**src/design/recurrence_blob_stream_parser_top_assert.svh**
```systemverilog
// Assertion helpers for the recurrence blob parser
`ifndef RECURRENCE_BLOB_STREAM_PARSER_TOP_ASSERT_SVH
`define RECURRENCE_BLOB_STREAM_PARSER_TOP_ASSERT_SVH
`define RBP_ASSERT_IMPL(label, clk, rst, ante, cons, msg) \
  label: assert property (@(posedge clk) disable iff (rst) (ante) |-> (cons)) \
    else $error(msg);
`define RBP_ASSERT_NEXT(label, clk, rst, ante, cons, msg) \
  label: assert property (@(posedge clk) disable iff (rst) (ante) |=> (cons)) \
    else $error(msg);
`endif

```
**src/design/rbsp_pkg.sv**
```systemverilog
`default_nettype none
package rbsp_pkg;
  localparam int TimeW = 39;
  localparam logic [15:0] VersionHighlight = 16'h3009;
  localparam logic [38:0] TimeShift = 39'd11644473600;
  localparam logic [15:0] PatternDay = 16'h0000;
  localparam logic [15:0] PatternMonthNth = 16'h0003;

  typedef enum logic [2:0] {
    REC_DELETED = 3'd0,
    REC_EXCEPTION = 3'd1,
    REC_TEXT = 3'd2,
    REC_DONE = 3'd3,
    REC_TRUNC = 3'd4,
    REC_TOO_MANY = 3'd5
  } rec_kind_t;

  typedef enum logic [5:0] {
    PH_READER, PH_WRITER, PH_FREQ, PH_PATTERN, PH_CALTYPE, PH_FIRSTDT,
    PH_PERIOD, PH_SLIDING, PH_PTS, PH_N, PH_ENDTYPE, PH_OCC, PH_FIRSTDOW,
    PH_DELCOUNT, PH_DELDATE, PH_MODCOUNT, PH_MODDATE, PH_STARTDATE,
    PH_ENDDATE, PH_READER2, PH_WRITER2, PH_STARTOFF, PH_ENDOFF, PH_EXCOUNT,
    PH_EI_START, PH_EI_END, PH_EI_ORIG, PH_EI_FLAGS, PH_SUBJLEN, PH_SUBJLEN2,
    PH_SUBJTEXT, PH_MEET, PH_RDELTA, PH_REMIND, PH_LOCLEN, PH_LOCLEN2,
    PH_LOCTEXT, PH_BUSY, PH_ATTACH, PH_SUBTYPE, PH_COLOR,
    PH_RB1SIZE, PH_RB1DATA,
    PH_CHSIZE, PH_CHVALUE, PH_CHRES, PH_EE1SIZE, PH_EE1DATA, PH_EE_START,
    PH_EE_END, PH_EE_ORIG, PH_WSUBJLEN, PH_WSUBJTEXT, PH_WLOCLEN,
    PH_WLOCTEXT, PH_EE2SIZE, PH_EE2DATA,
    PH_RB2SIZE, PH_RB2DATA, PH_IDLE
  } phase_t;

  // raw record passed from the parser to the formatter
  typedef struct packed {
    rec_kind_t kind;
    logic [7:0] index;
    logic [31:0] t0;
    logic [31:0] t1;
    logic [31:0] t2;
    logic [15:0] mask;
    logic [1:0] src;
    logic [7:0] value;
  } raw_rec_t;
endpackage
`default_nettype wire

```
**src/design/recurrence_blob_stream_parser_top.sv**
```systemverilog
// Recurrence blob parser.
// Input: one blob byte per word on in_valid/in_ready with data_byte and
// last_byte; last_byte ends the blob and re-arms the parser.
// Output: records on out_valid/out_ready: deleted dates, exception times,
// text bytes, and a done, truncated or too-many-exceptions record.
// Throughput: one byte per cycle while the record queue has room; each
// byte is classified by the front parser in the cycle it is accepted.
// A record is presented after the byte that causes it is accepted: it is
// written into the queue, then taken through the minutes-to-seconds
// conversion register, and it waits longer while the receiver stalls.
// A two-entry record queue sits between parser and formatter; when the
// receiver stalls the queue fills and in_ready drops, no record is lost.
// Per-exception subject/location flags live in a small RAM with a registered
// read, addressed ahead by the exception that the next byte will use.
// Reset (rst, synchronous) returns the parser to the first header field and
// empties the queue; no clearing pass is needed.
`default_nettype none
module recurrence_blob_stream_parser_top #(
  parameter int MAX_EXCEPTIONS = 256
) (
  input wire logic clk,
  input wire logic rst,
  input wire logic in_valid,
  output logic in_ready,
  input wire logic [7:0] data_byte,
  input wire logic last_byte,
  output logic out_valid,
  input wire logic out_ready,
  output logic [2:0] record_kind,
  output logic [7:0] exception_index,
  output logic signed [38:0] first_time_secs,
  output logic signed [38:0] start_secs,
  output logic signed [38:0] end_secs,
  output logic [15:0] override_mask,
  output logic [1:0] text_source,
  output logic [7:0] text_value
);
  import rbsp_pkg::*;
  logic rec_valid, room;
  raw_rec_t rec;

  rbsp_front #(.MaxExceptions(MAX_EXCEPTIONS)) u_front (
    .clk(clk), .rst(rst), .in_valid(in_valid), .in_ready(in_ready),
    .data_byte(data_byte), .last_byte(last_byte),
    .rec_valid(rec_valid), .rec(rec), .q_has_room(room)
  );

  rbsp_back u_back (
    .clk(clk), .rst(rst), .rec_valid(rec_valid), .rec(rec), .q_has_room(room),
    .out_valid(out_valid), .out_ready(out_ready),
    .record_kind(record_kind), .exception_index(exception_index),
    .first_time_secs(first_time_secs), .start_secs(start_secs), .end_secs(end_secs),
    .override_mask(override_mask), .text_source(text_source), .text_value(text_value)
  );
endmodule
`default_nettype wire

```
**src/design/rbsp_ram.sv**
```systemverilog
`default_nettype none
module rbsp_ram #(
  parameter int Width = 2,
  parameter int Depth = 256
) (
  input wire logic clk,
  input wire logic we,
  input wire logic [$clog2(Depth)-1:0] waddr,
  input wire logic [Width-1:0] wdata,
  input wire logic [$clog2(Depth)-1:0] raddr,
  output logic [Width-1:0] rdata
);
  logic [Width-1:0] mem [Depth];
  always_ff @(posedge clk) begin
    if (we) mem[waddr] <= wdata;
    rdata <= mem[raddr];
  end
endmodule
`default_nettype wire

```
**src/design/rbsp_front.sv**
```systemverilog
`default_nettype none
module rbsp_front #(
  parameter int MaxExceptions = 256
) (
  input wire logic clk,
  input wire logic rst,
  input wire logic in_valid,
  output logic in_ready,
  input wire logic [7:0] data_byte,
  input wire logic last_byte,
  output logic rec_valid,
  output rbsp_pkg::raw_rec_t rec,
  input wire logic q_has_room
);
  import rbsp_pkg::*;
  localparam int AW = (MaxExceptions > 1) ? $clog2(MaxExceptions) : 1;

  phase_t phase, p_next, phase_next;
  logic [1:0] bif, bif_next;
  logic [31:0] acc, acc_next, items, items_next, skip, skip_next;
  logic [15:0] pkind, pkind_next, extot, extot_next, cur, cur_next, flags, flags_next;
  logic [31:0] wv2, wv2_next;
  logic [31:0] ht0, ht1, ht2, ht0_n, ht1_n, ht2_n;
  logic emit;
  raw_rec_t r;
  logic fw_we;
  logic [1:0] fw_d, fr_q;
  logic [AW-1:0] fw_a, fr_a;
  logic [1:0] sflags;
  logic [31:0] v;
  logic done_f, blk;
  logic [3:0] k;
  logic fire;

  assign in_ready = q_has_room;
  assign fire = in_valid && in_ready;

  rbsp_ram #(.Width(2), .Depth(1 << AW)) u_flags (
    .clk(clk), .we(fw_we), .waddr(fw_a), .wdata(fw_d), .raddr(fr_a), .rdata(fr_q)
  );
  // read ahead: the address is the exception that the next byte will use
  assign fr_a = cur_next[AW-1:0];
  assign sflags = (cur < 16'(MaxExceptions)) ? fr_q : 2'b00;

  function automatic logic [15:0] opt_mask(input logic [3:0] i);
    opt_mask = 16'(1) << i;
  endfunction

  function automatic phase_t opt_phase(input logic [3:0] i);
    case (i)
      4'd0: opt_phase = PH_SUBJLEN;
      4'd1: opt_phase = PH_MEET;
      4'd2: opt_phase = PH_RDELTA;
      4'd3: opt_phase = PH_REMIND;
      4'd4: opt_phase = PH_LOCLEN;
      4'd5: opt_phase = PH_BUSY;
      4'd6: opt_phase = PH_ATTACH;
      4'd7: opt_phase = PH_SUBTYPE;
      default: opt_phase = PH_COLOR;
    endcase
  endfunction

  always_comb begin
    logic [15:0] fl;
    logic [15:0] cinc;
    logic found;
    logic [31:0] n;
    phase_t lp;
    fl = 16'd0;
    cinc = 16'd0;
    found = 1'b0;
    n = 32'd0;
    lp = PH_IDLE;
    phase_next = phase;
    bif_next = bif;
    acc_next = acc;
    items_next = items;
    skip_next = skip;
    pkind_next = pkind;
    wv2_next = wv2;
    extot_next = extot;
    cur_next = cur;
    flags_next = flags;
    ht0_n = ht0; ht1_n = ht1; ht2_n = ht2;
    emit = 1'b0;
    r = '0;
    r.kind = REC_DONE;
    fw_we = 1'b0;
    fw_a = cur[AW-1:0];
    fw_d = 2'b00;
    v = acc | (32'(data_byte) << {bif, 3'b000});
    blk = (phase == PH_SUBJTEXT) || (phase == PH_LOCTEXT) || (phase == PH_WSUBJTEXT) ||
          (phase == PH_WLOCTEXT) || (phase == PH_CHRES) || (phase == PH_EE1DATA) ||
          (phase == PH_EE2DATA) || (phase == PH_RB1DATA) || (phase == PH_RB2DATA);
    case (phase)
      PH_READER, PH_WRITER, PH_FREQ, PH_PATTERN, PH_CALTYPE, PH_EXCOUNT, PH_EI_FLAGS,
      PH_SUBJLEN, PH_SUBJLEN2, PH_LOCLEN, PH_LOCLEN2, PH_WSUBJLEN, PH_WLOCLEN:
        done_f = (bif == 2'd1);
      default: done_f = (bif == 2'd3);
    endcase
    k = 4'd15;
    p_next = PH_IDLE;
    if (fire && phase != PH_IDLE) begin
      lp = PH_IDLE;
      if (blk) begin
        if (phase == PH_SUBJTEXT || phase == PH_LOCTEXT || phase == PH_WSUBJTEXT ||
            phase == PH_WLOCTEXT) begin
          emit = 1'b1;
          r.kind = REC_TEXT;
          r.index = cur[7:0];
          r.value = data_byte;
          r.src = (phase == PH_SUBJTEXT) ? 2'd0 : (phase == PH_LOCTEXT) ? 2'd1 :
                  (phase == PH_WSUBJTEXT) ? 2'd2 : 2'd3;
        end
        n = (skip != 0) ? skip - 32'd1 : 32'd0;
        skip_next = n;
        if (n == 0) lp = phase;
      end else if (!done_f) begin
        acc_next = v;
        bif_next = bif + 2'd1;
      end else begin
        bif_next = 2'd0;
        acc_next = 32'd0;
        phase_next = phase_t'(phase + 6'd1);
        case (phase)
          PH_PATTERN: begin pkind_next = v[15:0]; phase_next = PH_CALTYPE; end
          PH_SLIDING: phase_next = (pkind != PatternDay) ? PH_PTS : PH_ENDTYPE;
          PH_PTS: phase_next = (pkind == PatternMonthNth) ? PH_N : PH_ENDTYPE;
          PH_DELCOUNT: begin
            if (v == 0) lp = PH_DELDATE;
            else begin items_next = v; phase_next = PH_DELDATE; end
          end
          PH_DELDATE: begin
            emit = 1'b1;
            r.kind = REC_DELETED;
            r.t0 = v;
            items_next = items - 32'd1;
            phase_next = PH_DELDATE;
            if (items == 32'd1) lp = PH_DELDATE;
          end
          PH_MODCOUNT: begin
            if (v == 0) lp = PH_MODDATE;
            else begin items_next = v; phase_next = PH_MODDATE; end
          end
          PH_MODDATE: begin
            items_next = items - 32'd1;
            phase_next = PH_MODDATE;
            if (items == 32'd1) lp = PH_MODDATE;
          end
          PH_WRITER2: wv2_next = v;
          PH_EXCOUNT: begin
            if (v > 32'(MaxExceptions)) begin
              emit = 1'b1;
              r.kind = REC_TOO_MANY;
              phase_next = PH_IDLE;
            end else begin
              extot_next = v[15:0];
              cur_next = 16'd0;
              phase_next = (v != 0) ? PH_EI_START : PH_RB1SIZE;
            end
          end
          PH_EI_START: ht0_n = v;
          PH_EI_END: ht1_n = v;
          PH_EI_ORIG: ht2_n = v;
          PH_EI_FLAGS: begin
            flags_next = v[15:0];
            fl = v[15:0];
            fw_we = (cur < 16'(MaxExceptions));
            fw_d = {v[4], v[0]};
            emit = 1'b1;
            r.kind = REC_EXCEPTION;
            r.index = cur[7:0];
            r.t0 = ht2; r.t1 = ht0; r.t2 = ht1;
            r.mask = v[15:0];
            k = 4'd0;
          end
          PH_SUBJLEN2: begin
            if (v == 0) lp = PH_SUBJTEXT;
            else begin skip_next = v; phase_next = PH_SUBJTEXT; end
          end
          PH_MEET: begin fl = flags; k = 4'd2; end
          PH_RDELTA: begin fl = flags; k = 4'd3; end
          PH_REMIND: begin fl = flags; k = 4'd4; end
          PH_LOCLEN2: begin
            if (v == 0) lp = PH_LOCTEXT;
            else begin skip_next = v; phase_next = PH_LOCTEXT; end
          end
          PH_BUSY: begin fl = flags; k = 4'd6; end
          PH_ATTACH: begin fl = flags; k = 4'd7; end
          PH_SUBTYPE: begin fl = flags; k = 4'd8; end
          PH_COLOR: begin fl = flags; k = 4'd10; end
          PH_RB1SIZE, PH_EE1SIZE, PH_EE2SIZE, PH_RB2SIZE: begin
            p_next = phase_t'(phase + 6'd1);
            if (v == 0) lp = p_next;
            else begin skip_next = v; phase_next = p_next; end
          end
          PH_CHSIZE: begin
            if (wv2 >= 32'(VersionHighlight) && v != 0) begin
              skip_next = v;
              phase_next = PH_CHVALUE;
            end else phase_next = PH_EE1SIZE;
          end
          PH_CHVALUE: begin
            n = (skip > 32'd4) ? skip - 32'd4 : 32'd0;
            if (n == 0) lp = PH_CHRES;
            else begin skip_next = n; phase_next = PH_CHRES; end
          end
          PH_EE_START: ht0_n = v;
          PH_EE_END: ht1_n = v;
          PH_EE_ORIG: begin
            ht2_n = v;
            phase_next = sflags[0] ? PH_WSUBJLEN : sflags[1] ? PH_WLOCLEN : PH_EE2SIZE;
          end
          PH_WSUBJLEN, PH_WLOCLEN: begin
            p_next = phase_t'(phase + 6'd1);
            n = {v[30:0], 1'b0};
            if (n == 0) lp = p_next;
            else begin skip_next = n; phase_next = p_next; end
          end
          default: ;
        endcase
      end
      // leave a finished block or list
      cinc = cur + 16'd1;
      case (lp)
        PH_DELDATE: phase_next = PH_MODCOUNT;
        PH_MODDATE: phase_next = PH_STARTDATE;
        PH_SUBJTEXT: begin fl = flags; k = 4'd1; end
        PH_LOCTEXT: begin fl = flags; k = 4'd5; end
        PH_RB1DATA: begin
          cur_next = 16'd0;
          phase_next = (extot != 0) ? PH_CHSIZE : PH_RB2SIZE;
        end
        PH_CHRES: phase_next = PH_EE1SIZE;
        PH_EE1DATA: begin
          if (sflags != 2'b00) phase_next = PH_EE_START;
          else begin
            cur_next = cinc;
            phase_next = (cinc < extot) ? PH_CHSIZE : PH_RB2SIZE;
          end
        end
        PH_WSUBJTEXT: phase_next = sflags[1] ? PH_WLOCLEN : PH_EE2SIZE;
        PH_WLOCTEXT: phase_next = PH_EE2SIZE;
        PH_EE2DATA: begin
          cur_next = cinc;
          phase_next = (cinc < extot) ? PH_CHSIZE : PH_RB2SIZE;
        end
        PH_RB2DATA: begin
          emit = 1'b1;
          r = '0;
          r.kind = REC_DONE;
          phase_next = PH_IDLE;
        end
        default: ;
      endcase
      if (k <= 4'd9) begin
        for (int i = 0; i < 9; i++) begin
          if (!found && 4'(i) >= k && (fl & opt_mask(4'(i))) != 0) begin
            found = 1'b1;
            phase_next = opt_phase(4'(i));
          end
        end
        if (!found) begin
          cur_next = cinc;
          phase_next = (cinc < extot) ? PH_EI_START : PH_RB1SIZE;
        end
      end else if (k == 4'd10) begin
        cur_next = cinc;
        phase_next = (cinc < extot) ? PH_EI_START : PH_RB1SIZE;
      end
      if (phase_next != phase) begin
        bif_next = 2'd0;
        acc_next = 32'd0;
      end
      if (last_byte) begin
        if (!emit || r.kind == REC_DELETED || r.kind == REC_EXCEPTION ||
            r.kind == REC_TEXT) begin
          r = '0;
          r.kind = REC_TRUNC;
        end
        emit = 1'b1;
      end
    end
    if (fire && last_byte) begin
      phase_next = PH_READER;
      bif_next = 2'd0; acc_next = 32'd0; items_next = 32'd0; skip_next = 32'd0;
      pkind_next = 16'd0; wv2_next = 32'd0; extot_next = 16'd0; cur_next = 16'd0;
      flags_next = 16'd0; ht0_n = 32'd0; ht1_n = 32'd0; ht2_n = 32'd0;
    end
  end

  assign rec_valid = emit;
  assign rec = r;

  always_ff @(posedge clk) begin
    if (rst) begin
      phase <= PH_READER;
      bif <= 2'd0; acc <= 32'd0; items <= 32'd0; skip <= 32'd0;
      pkind <= 16'd0; wv2 <= 32'd0; extot <= 16'd0; cur <= 16'd0; flags <= 16'd0;
      ht0 <= 32'd0; ht1 <= 32'd0; ht2 <= 32'd0;
    end else begin
      phase <= phase_next;
      bif <= bif_next; acc <= acc_next; items <= items_next; skip <= skip_next;
      pkind <= pkind_next; wv2 <= wv2_next; extot <= extot_next; cur <= cur_next;
      flags <= flags_next;
      ht0 <= ht0_n; ht1 <= ht1_n; ht2 <= ht2_n;
    end
  end

`include "recurrence_blob_stream_parser_top_assert.svh"
  `RBP_ASSERT_NEXT(a_rearm, clk, rst, fire && last_byte, phase == PH_READER, "no re-arm")
  `RBP_ASSERT_IMPL(a_last_emits, clk, rst, fire && last_byte && phase != PH_IDLE, rec_valid,
    "last byte without record")
  `RBP_ASSERT_NEXT(a_idle_hold, clk, rst, phase == PH_IDLE && !(fire && last_byte),
    phase == PH_IDLE, "left idle")
endmodule
`default_nettype wire

```
**src/design/rbsp_back.sv**
```systemverilog
`default_nettype none
module rbsp_back (
  input wire logic clk,
  input wire logic rst,
  input wire logic rec_valid,
  input wire rbsp_pkg::raw_rec_t rec,
  output logic q_has_room,
  output logic out_valid,
  input wire logic out_ready,
  output logic [2:0] record_kind,
  output logic [7:0] exception_index,
  output logic signed [38:0] first_time_secs,
  output logic signed [38:0] start_secs,
  output logic signed [38:0] end_secs,
  output logic [15:0] override_mask,
  output logic [1:0] text_source,
  output logic [7:0] text_value
);
  import rbsp_pkg::*;
  // two-entry queue of raw records, then a registered conversion stage
  raw_rec_t q [2];
  logic [1:0] cnt;
  logic wp, rp;
  logic push, pop, conv_free;
  raw_rec_t h;

  assign push = rec_valid && q_has_room;
  assign conv_free = !out_valid || out_ready;
  assign pop = (cnt != 2'd0) && conv_free;
  assign q_has_room = (cnt != 2'd2) || pop;
  assign h = q[rp];

  function automatic logic [38:0] secs(input logic [31:0] m, input logic use_it);
    logic [38:0] s;
    s = ({7'd0, m} << 6) - ({7'd0, m} << 2) - TimeShift;
    secs = use_it ? s : 39'd0;
  endfunction

  always_ff @(posedge clk) begin
    if (push) q[wp] <= rec;
    if (pop) begin
      record_kind <= h.kind;
      exception_index <= h.index;
      first_time_secs <= secs(h.t0, h.kind == REC_DELETED || h.kind == REC_EXCEPTION);
      start_secs <= secs(h.t1, h.kind == REC_EXCEPTION);
      end_secs <= secs(h.t2, h.kind == REC_EXCEPTION);
      override_mask <= h.mask;
      text_source <= h.src;
      text_value <= h.value;
    end
  end

  always_ff @(posedge clk) begin
    if (rst) begin
      cnt <= 2'd0; wp <= 1'b0; rp <= 1'b0; out_valid <= 1'b0;
    end else begin
      if (push) wp <= ~wp;
      if (pop) rp <= ~rp;
      cnt <= cnt + {1'b0, push} - {1'b0, pop};
      if (pop) out_valid <= 1'b1;
      else if (out_ready) out_valid <= 1'b0;
    end
  end

`include "recurrence_blob_stream_parser_top_assert.svh"
  `RBP_ASSERT_IMPL(a_no_overflow, clk, rst, cnt == 2'd2 && !pop, !push, "queue overflow")
  `RBP_ASSERT_NEXT(a_hold, clk, rst, out_valid && !out_ready,
    out_valid && $stable(record_kind), "output dropped")
endmodule
`default_nettype wire
```
**config.mk**
```make
export PLATFORM = sky130hd
export DESIGN_NAME = recurrence_blob_stream_parser_top
export DESIGN_NICKNAME = d
export VERILOG_FILES = /design/src/design/rbsp_pkg.sv /design/src/design/recurrence_blob_stream_parser_top.sv /design/src/design/rbsp_ram.sv /design/src/design/rbsp_front.sv /design/src/design/rbsp_back.sv
export VERILOG_INCLUDE_DIRS = /design/src /design/src/design
export SDC_FILE = /design/constraint.sdc
export NUM_CORES = 2
export LEC_CHECK = 0
export BUFFER_PORTS_ARGS = -buffer_cell sky130_fd_sc_hd__buf_2
export CORE_MARGIN = 5
export CORE_UTILIZATION = 55
export CTS_CLUSTER_DIAMETER = 120
export CTS_CLUSTER_SIZE = 25
export DETAILED_ROUTE_END_ITERATION = 16
export PLACE_DENSITY = 0.74
export SLEW_MARGIN = 20
export SYNTH_ARGS = -nofsm -noshare
export SYNTH_HDL_FRONTEND = slang
export SYNTH_SLANG_ARGS = --single-unit
```
**constraint.sdc**
```tcl
create_clock -name clk -period 41.5 [get_ports clk]
set_input_delay 8.3 -clock clk [delete_from_list [all_inputs] [get_ports clk]]
set_output_delay 8.3 -clock clk [all_outputs]
set_load 0.005 [all_outputs]
```
After elaboration in Yosys (flattened, before gate mapping):

Memories as Yosys holds them, arrays and structs flattened. A register that Yosys moved wholly into a read port is not among the register bits.
Index checks and enable logic that the tools add are counted.

* flip-flop bits (word level): 448
* latch bits: 0
* bits in writable memories: 778
* bits in read-only memories: 0
* output and inout port bits: 156
* logic and storage cells: 382
* memories kept: 2

Memory list
* u_front.u_flags.mem: words 256, bits a word 2, rd ports 1, clocked after memory_dff 1, wr ports 1, line rbsp_ram.sv:13 `logic [Width-1:0] mem [Depth];`
* u_back.q: words 2, bits a word 133, rd ports 1, clocked after memory_dff 1, wr ports 1, line rbsp_back.sv:21 `raw_rec_t q [2];`

* $add $sub $neg: 14
* multipliers: 0
* div/mod/pow operators: 0
* $lt $le $gt $ge: 15
* eq/ne operators: 75
* shift-type cells: 1
* muxes and demuxes: 157
* bitwise operators: 5
* reduce and logical (&&, ||, !) cells: 87

Operator list (number)
* two-way mux 133 bit: 5
* two-way mux 32 bit: 11
* equality test 6 bit, second input constant: 35
* two-way mux 6 bit: 35
* two-way mux 16 bit: 8
* one-hot mux 32 bit (2 select lines): 2
* one-hot mux 32 bit (4 select lines): 1
* two-way mux 123 bit: 1
* subtractor 38 x 34 -> 39 bit: 3
* subtractor 39 x 34 -> 39 bit, second input constant: 3
* two-way mux 112 bit: 1
* one-hot mux 6 bit (9 select lines): 2
* zero test 32 bit: 3
* two-way mux 80 bit: 1
* equality test 6 x 5 -> 1 bit, second input constant: 13
* one-hot mux 6 bit (13 select lines): 1
* nonzero test 32 bit: 2
* subtractor 32 x 1 -> 32 bit, second input constant: 2
* two-way mux 1 bit: 49
* one-hot mux 16 bit (3 select lines): 1
* two-way mux 9 bit: 5
* equality test 32 x 1 -> 1 bit, second input constant: 1
* >= comparator 32 x 14 -> 1 bit, second input constant: 1
* > comparator 32 x 3 -> 1 bit, second input constant: 1
* 62 further kinds: 167

Longest topological paths before layout:

* word-level depth: 73
* mapped depth: 31

Hierarchy:

From an unflattened synthesis, not the netlist that was laid out.

* cells, all modules: 5669
* area total of the unflattened synthesis: 62645.1 µm²

Modules (own cells, without submodules)
* rbsp_back: instances 1, cells an instance 1838, area each 22243.8 µm², seq. area each 12552.0 µm²
* rbsp_ram: instances 1, cells an instance 1242, area each 21381.8 µm², seq. area each 15414.8 µm²
* rbsp_front: instances 1, cells an instance 2589, area each 19019.5 µm², seq. area each 5765.5 µm²

Least setup slack after synthesis:

Ideal clock, no wire load.

* path type: input port to flip-flop
* start point: input port out_ready
* end point: memory u_front.u_flags.mem[0][0], data pin
* setup time: 2.107 ns
* data arrival time: 19.179 ns
* slack: 20.213 ns
* stages on the path: 8
* cell sequence: nor2b_1 > nand3_1 > and2_1 > clkbuf_1 > o21a_1 > clkbuf_1 > nand3_1 > nor3_1

* longest elaborated chain between the ends: 6

RTL lines
* start: declaration: line recurrence_blob_stream_parser_top.sv:28 `input wire logic out_ready,`
* logical OR 1 bit: line rbsp_back.sv:28 `assign conv_free = !out_valid || out_ready;`
* logical AND 1 bit: line rbsp_back.sv:29 `assign pop = (cnt != 2'd0) && conv_free;`
* logical OR 1 bit: line rbsp_back.sv:30 `assign q_has_room = (cnt != 2'd2) || pop;`
* named net in_ready: line recurrence_blob_stream_parser_top.sv:24 `output logic in_ready,`
* logical AND 1 bit: line rbsp_front.sv:36 `assign fire = in_valid && in_ready;`
* logical AND 1 bit: line rbsp_front.sv:103 `if (fire && phase != PH_IDLE) begin`
* two-way mux 2 bit: line rbsp_front.sv:103
* named net u_front.fw_d[0]: line rbsp_front.sv:27 `logic [1:0] fw_d, fr_q;`
* end: declaration: line rbsp_ram.sv:13

The timed path passes the listed nets, and every way through them passes these cells.

Final worst setup path:

* start point: input port out_ready
* end point: output port in_ready

* longest elaborated chain between the ends: 3

RTL lines (line)
* logical OR 1 bit: rbsp_back.sv:28
* logical AND 1 bit: rbsp_back.sv:29
* logical OR 1 bit: rbsp_back.sv:30
* end: declaration: recurrence_blob_stream_parser_top.sv:24

Every way passes these cells.

==> impl_metrics.toml <==
[outcome]
run_status = "finished clean"

[cts]
clk_path_buf_depth = 3
cts_sinks = 1223
cts_hold_buf = 0
post_cts_resized = 0
clk_pin_slew_ns = 0.11
htree_levels = 2
post-cts-setup-buffer-count = 0
clock-root-buffer = "clkbuf_16"
numCtsBuffers = 55
cts_tree = "yes"
clk_latency_ns = 0.72

[global_routing]
grt_usage_pct = 28.0
antenna_found_initial = 5
grt_pass1_wl_um = 253000
gr-total-overflow = 0
grt_max_degree = 259
grt_pass1_vias = 41970

[floorplan]
rows = 121
fp.dieH_um = 341
dieArea_um2 = 117000
io_pins = 169
start_util_pct = 55.4
die_w_um = 341
core_um2 = 109000

[layout]
multi_input_area_um2 = 24400
instances_no_fill = 7013
nets = 5764
layout-drive-gt1-share_pct = 8.67
fillers = 9057
area_growth_pct = 5.78
seq_area_um2 = 33800

[worst_setup_path]
cp.arrival_ns = 9.65
cp_common_cell = "buf_2"
cp_max_fo = 3
critPathTopFamily = "simple AND/OR/NAND/NOR gates"
slowest_stage = "nor2b_1"
cp_slowest_stage_delay_ns = 0.70
r2r_cells = 25
r2r-end = "u_front.u_flags.rdata[0]$_DFF_P_"
reg2reg_setup_slack_ns = 31.53
path_buf_inv = 2
worstReg2RegStart = "u_front.phase[0]$_SDFFE_PP0P_"
cp_cell_sequence = "buf_2, nor2b_1, nand3_1, buf_2"
required_ns = 33.20
crit_type = "in2out"
endpoint_kind = "output pin"
startpoint_type = "primary input"

[sta]
fmax_ghz = 0.0557
fin_tns_setup_ns = 0
max_slew_margin_pct = 6.34
fin_crit_ns = 17.95
worstMarginPinSlew_ns = 1.40
hold_slack_ns = 0.480
rsz0062_at_grt = "no"
finalClockSkew_ns = 0.0492
final-hold-violation-count = 0
drv_slew = 0
setup_viol = 0
period_share_pct = 43.2

[synthesis]
synth_seq_cells = 1223
synth_area_um2 = 60400
postSynthAreaPerCell_um2 = 10.8
syn_inst = 5612
yosys_warnings = 0
synth_edf_count = 926
ys_types = 101
synthFlopType = "edfxtp_1"
post-synth-top-area-fraction_pct = 46.0
synthTopCellsByArea = "edfxtp_1 46%, dfxtp_1 9.8%, nor2_1 5.0%"
async_flop_share_pct = 0
ys_seq_area_share_pct = 55.9
synth_largest_area_cell = "edfxtp_1"

[power]
pwr_density_cell_nw_per_um2 = 44.2
ir_worst_vdd_uv = 48.4
p_leak_uw = 0.0221

[place]
portBuffers = 162
hpwl_um = 113000
dp.cells = 6906
gp_congestion = 0.968

[detailed_routing]
vias = 44224
drtAntennaViolNets = 0
wl_um = 169000
drc = 0
dr.pass1.iters = 6
drt_iter0_drc = 5384
wire_per_inst_um = 24.0
avgViaCountPerCell = 6.31

[hold_path]
hold_end = "u_front.acc[19]$_SDFFE_PP0P_"
hold_path.class = "reg2reg"
holdCritStartpoint = "u_front.acc[19]$_SDFFE_PP0P_"
hold_depth = 2

[flow_run]
maxCapViolations = 0
-- flip-flops by register name, indices dropped and copies added (netlist names), 37 cells and up, named ones only --
name                    flops
u_back.end_secs            37
u_back.first_time_secs     37
u_back.q                  266
u_back.start_secs          37
u_front.u_flags.mem       512
-- worst max-delay path by stage --
stage / from / to / depth (start not counted)
floorplan: out_ready / u_front.u_flags.mem[0][0]$_DFFE_PP_ / 8
global placement: out_ready / in_ready / 4
detailed placement: out_ready / in_ready / 4
CTS: out_ready / in_ready / 4
global route: out_ready / in_ready / 4
finish: out_ready / in_ready / 4
-- synthesized netlist by cell type, drive strengths merged, types with 106 or more instances --
master and n:
a22oi 106, a211oi 193, and2 117, inv 212
nor3 125, o21ai 163, ha 202, nand2 390
a21oi 302, dfxtp 297, nor2 812, clkbuf 248
nand3 142, mux2i 185, buf 132, edfxtp 926
-- worst register-to-register path, delay by kind of cell (launching register included) --
kind	cells	cell delay (ns)
buffers and inverters	4	1.91
AND/OR/NAND/NOR	10	2.87
adder cells (fa/ha/maj)	1	0.82
multiplexers	1	0.43
AO/OA/AOI/OAI	9	3.12
flip-flops	1	0.72
-- report_power, final --
part | leakage (uW) | internal, uW | switching, uW | total (uW)
Combinational | 0.0115 | 306 | 441 | 747
Clock | 0.000774 | 257 | 378 | 635
Sequential | 0.00980 | 1410 | 30.0 | 1440
-- metrics by stage --
stage / setup slack (ns) / cell area [um2] / total power (uW) / utilization (%)
2_1_floorplan: 20.21 / 60400 / 2010 / -
3_3_place_gp: 23.62 / 62300 / 2210 / 57.1
5_1_grt: 23.54 / 63900 / 2980 / 58.6
3_5_place_dp: 23.63 / 62300 / 2220 / 57.1
6_report: 23.55 / 63900 / 2820 / 58.6
4_1_cts: 23.62 / 63900 / 2840 / 58.6
-- cell usage in the layout (no fill, tap or decap), drive strengths merged, types with 28 or more instances in the layout --
| cell type | instances |
|---|---|
| a211oi | 193 |
| a21o | 72 |
| a21oi | 302 |
| a22oi | 106 |
| and2 | 117 |
| and3 | 39 |
| buf | 255 |
| clkbuf | 96 |
| dfxtp | 297 |
| edfxtp | 926 |
| ha | 202 |
| inv | 214 |
| mux2 | 64 |
| mux2i | 185 |
| nand2 | 390 |
| nand3 | 142 |
| nand4 | 58 |
| nor2 | 812 |
| nor2b | 31 |
| nor3 | 125 |
| nor4 | 67 |
| o211ai | 28 |
| o21a | 33 |
| o21ai | 163 |
| o22ai | 63 |
| or3 | 62 |
| xnor2 | 85 |
| xor2 | 59 |
-- cells by family after synthesis --
family	synth area share, %
AOI/OAI and AO/OA	13.5
other	0.00621
xor gates and xnor gates	2.09
and+or+nand+nor	15.4
DFF	55.9
muxes	4.89
adders and majority gates	4.18
buffers and inverters	4.10
-- layout make-up --
type | instances | share of cell area, %
Multi-Input combinational cell | 3802 | 38.2
Timing Repair Buffer | 255 | 2.45
Inverter | 212 | 1.25
Antenna cell | 4 | 0.0157
Sequential cell | 1223 | 52.8
Clock buffer | 96 | 2.40
Clock inverter | 7 | 0.141
Tap cell | 1414 | 2.77
-- routing by layer --
| metal | wire length (um) | GRT usage [%] | up-vias |
|---|---|---|---|
| met5 | 0 | 0 | - |
| met4 | 10200 | 14.2 | 0 |
| met3 | 14100 | 4.32 | 459 |
| met2 | 78600 | 45.3 | 2108 |
| met1 | 65700 | 36.9 | 21156 |
| li1 | - | - | 20501 |
Note: power is estimated with default switching activity, not from simulation.
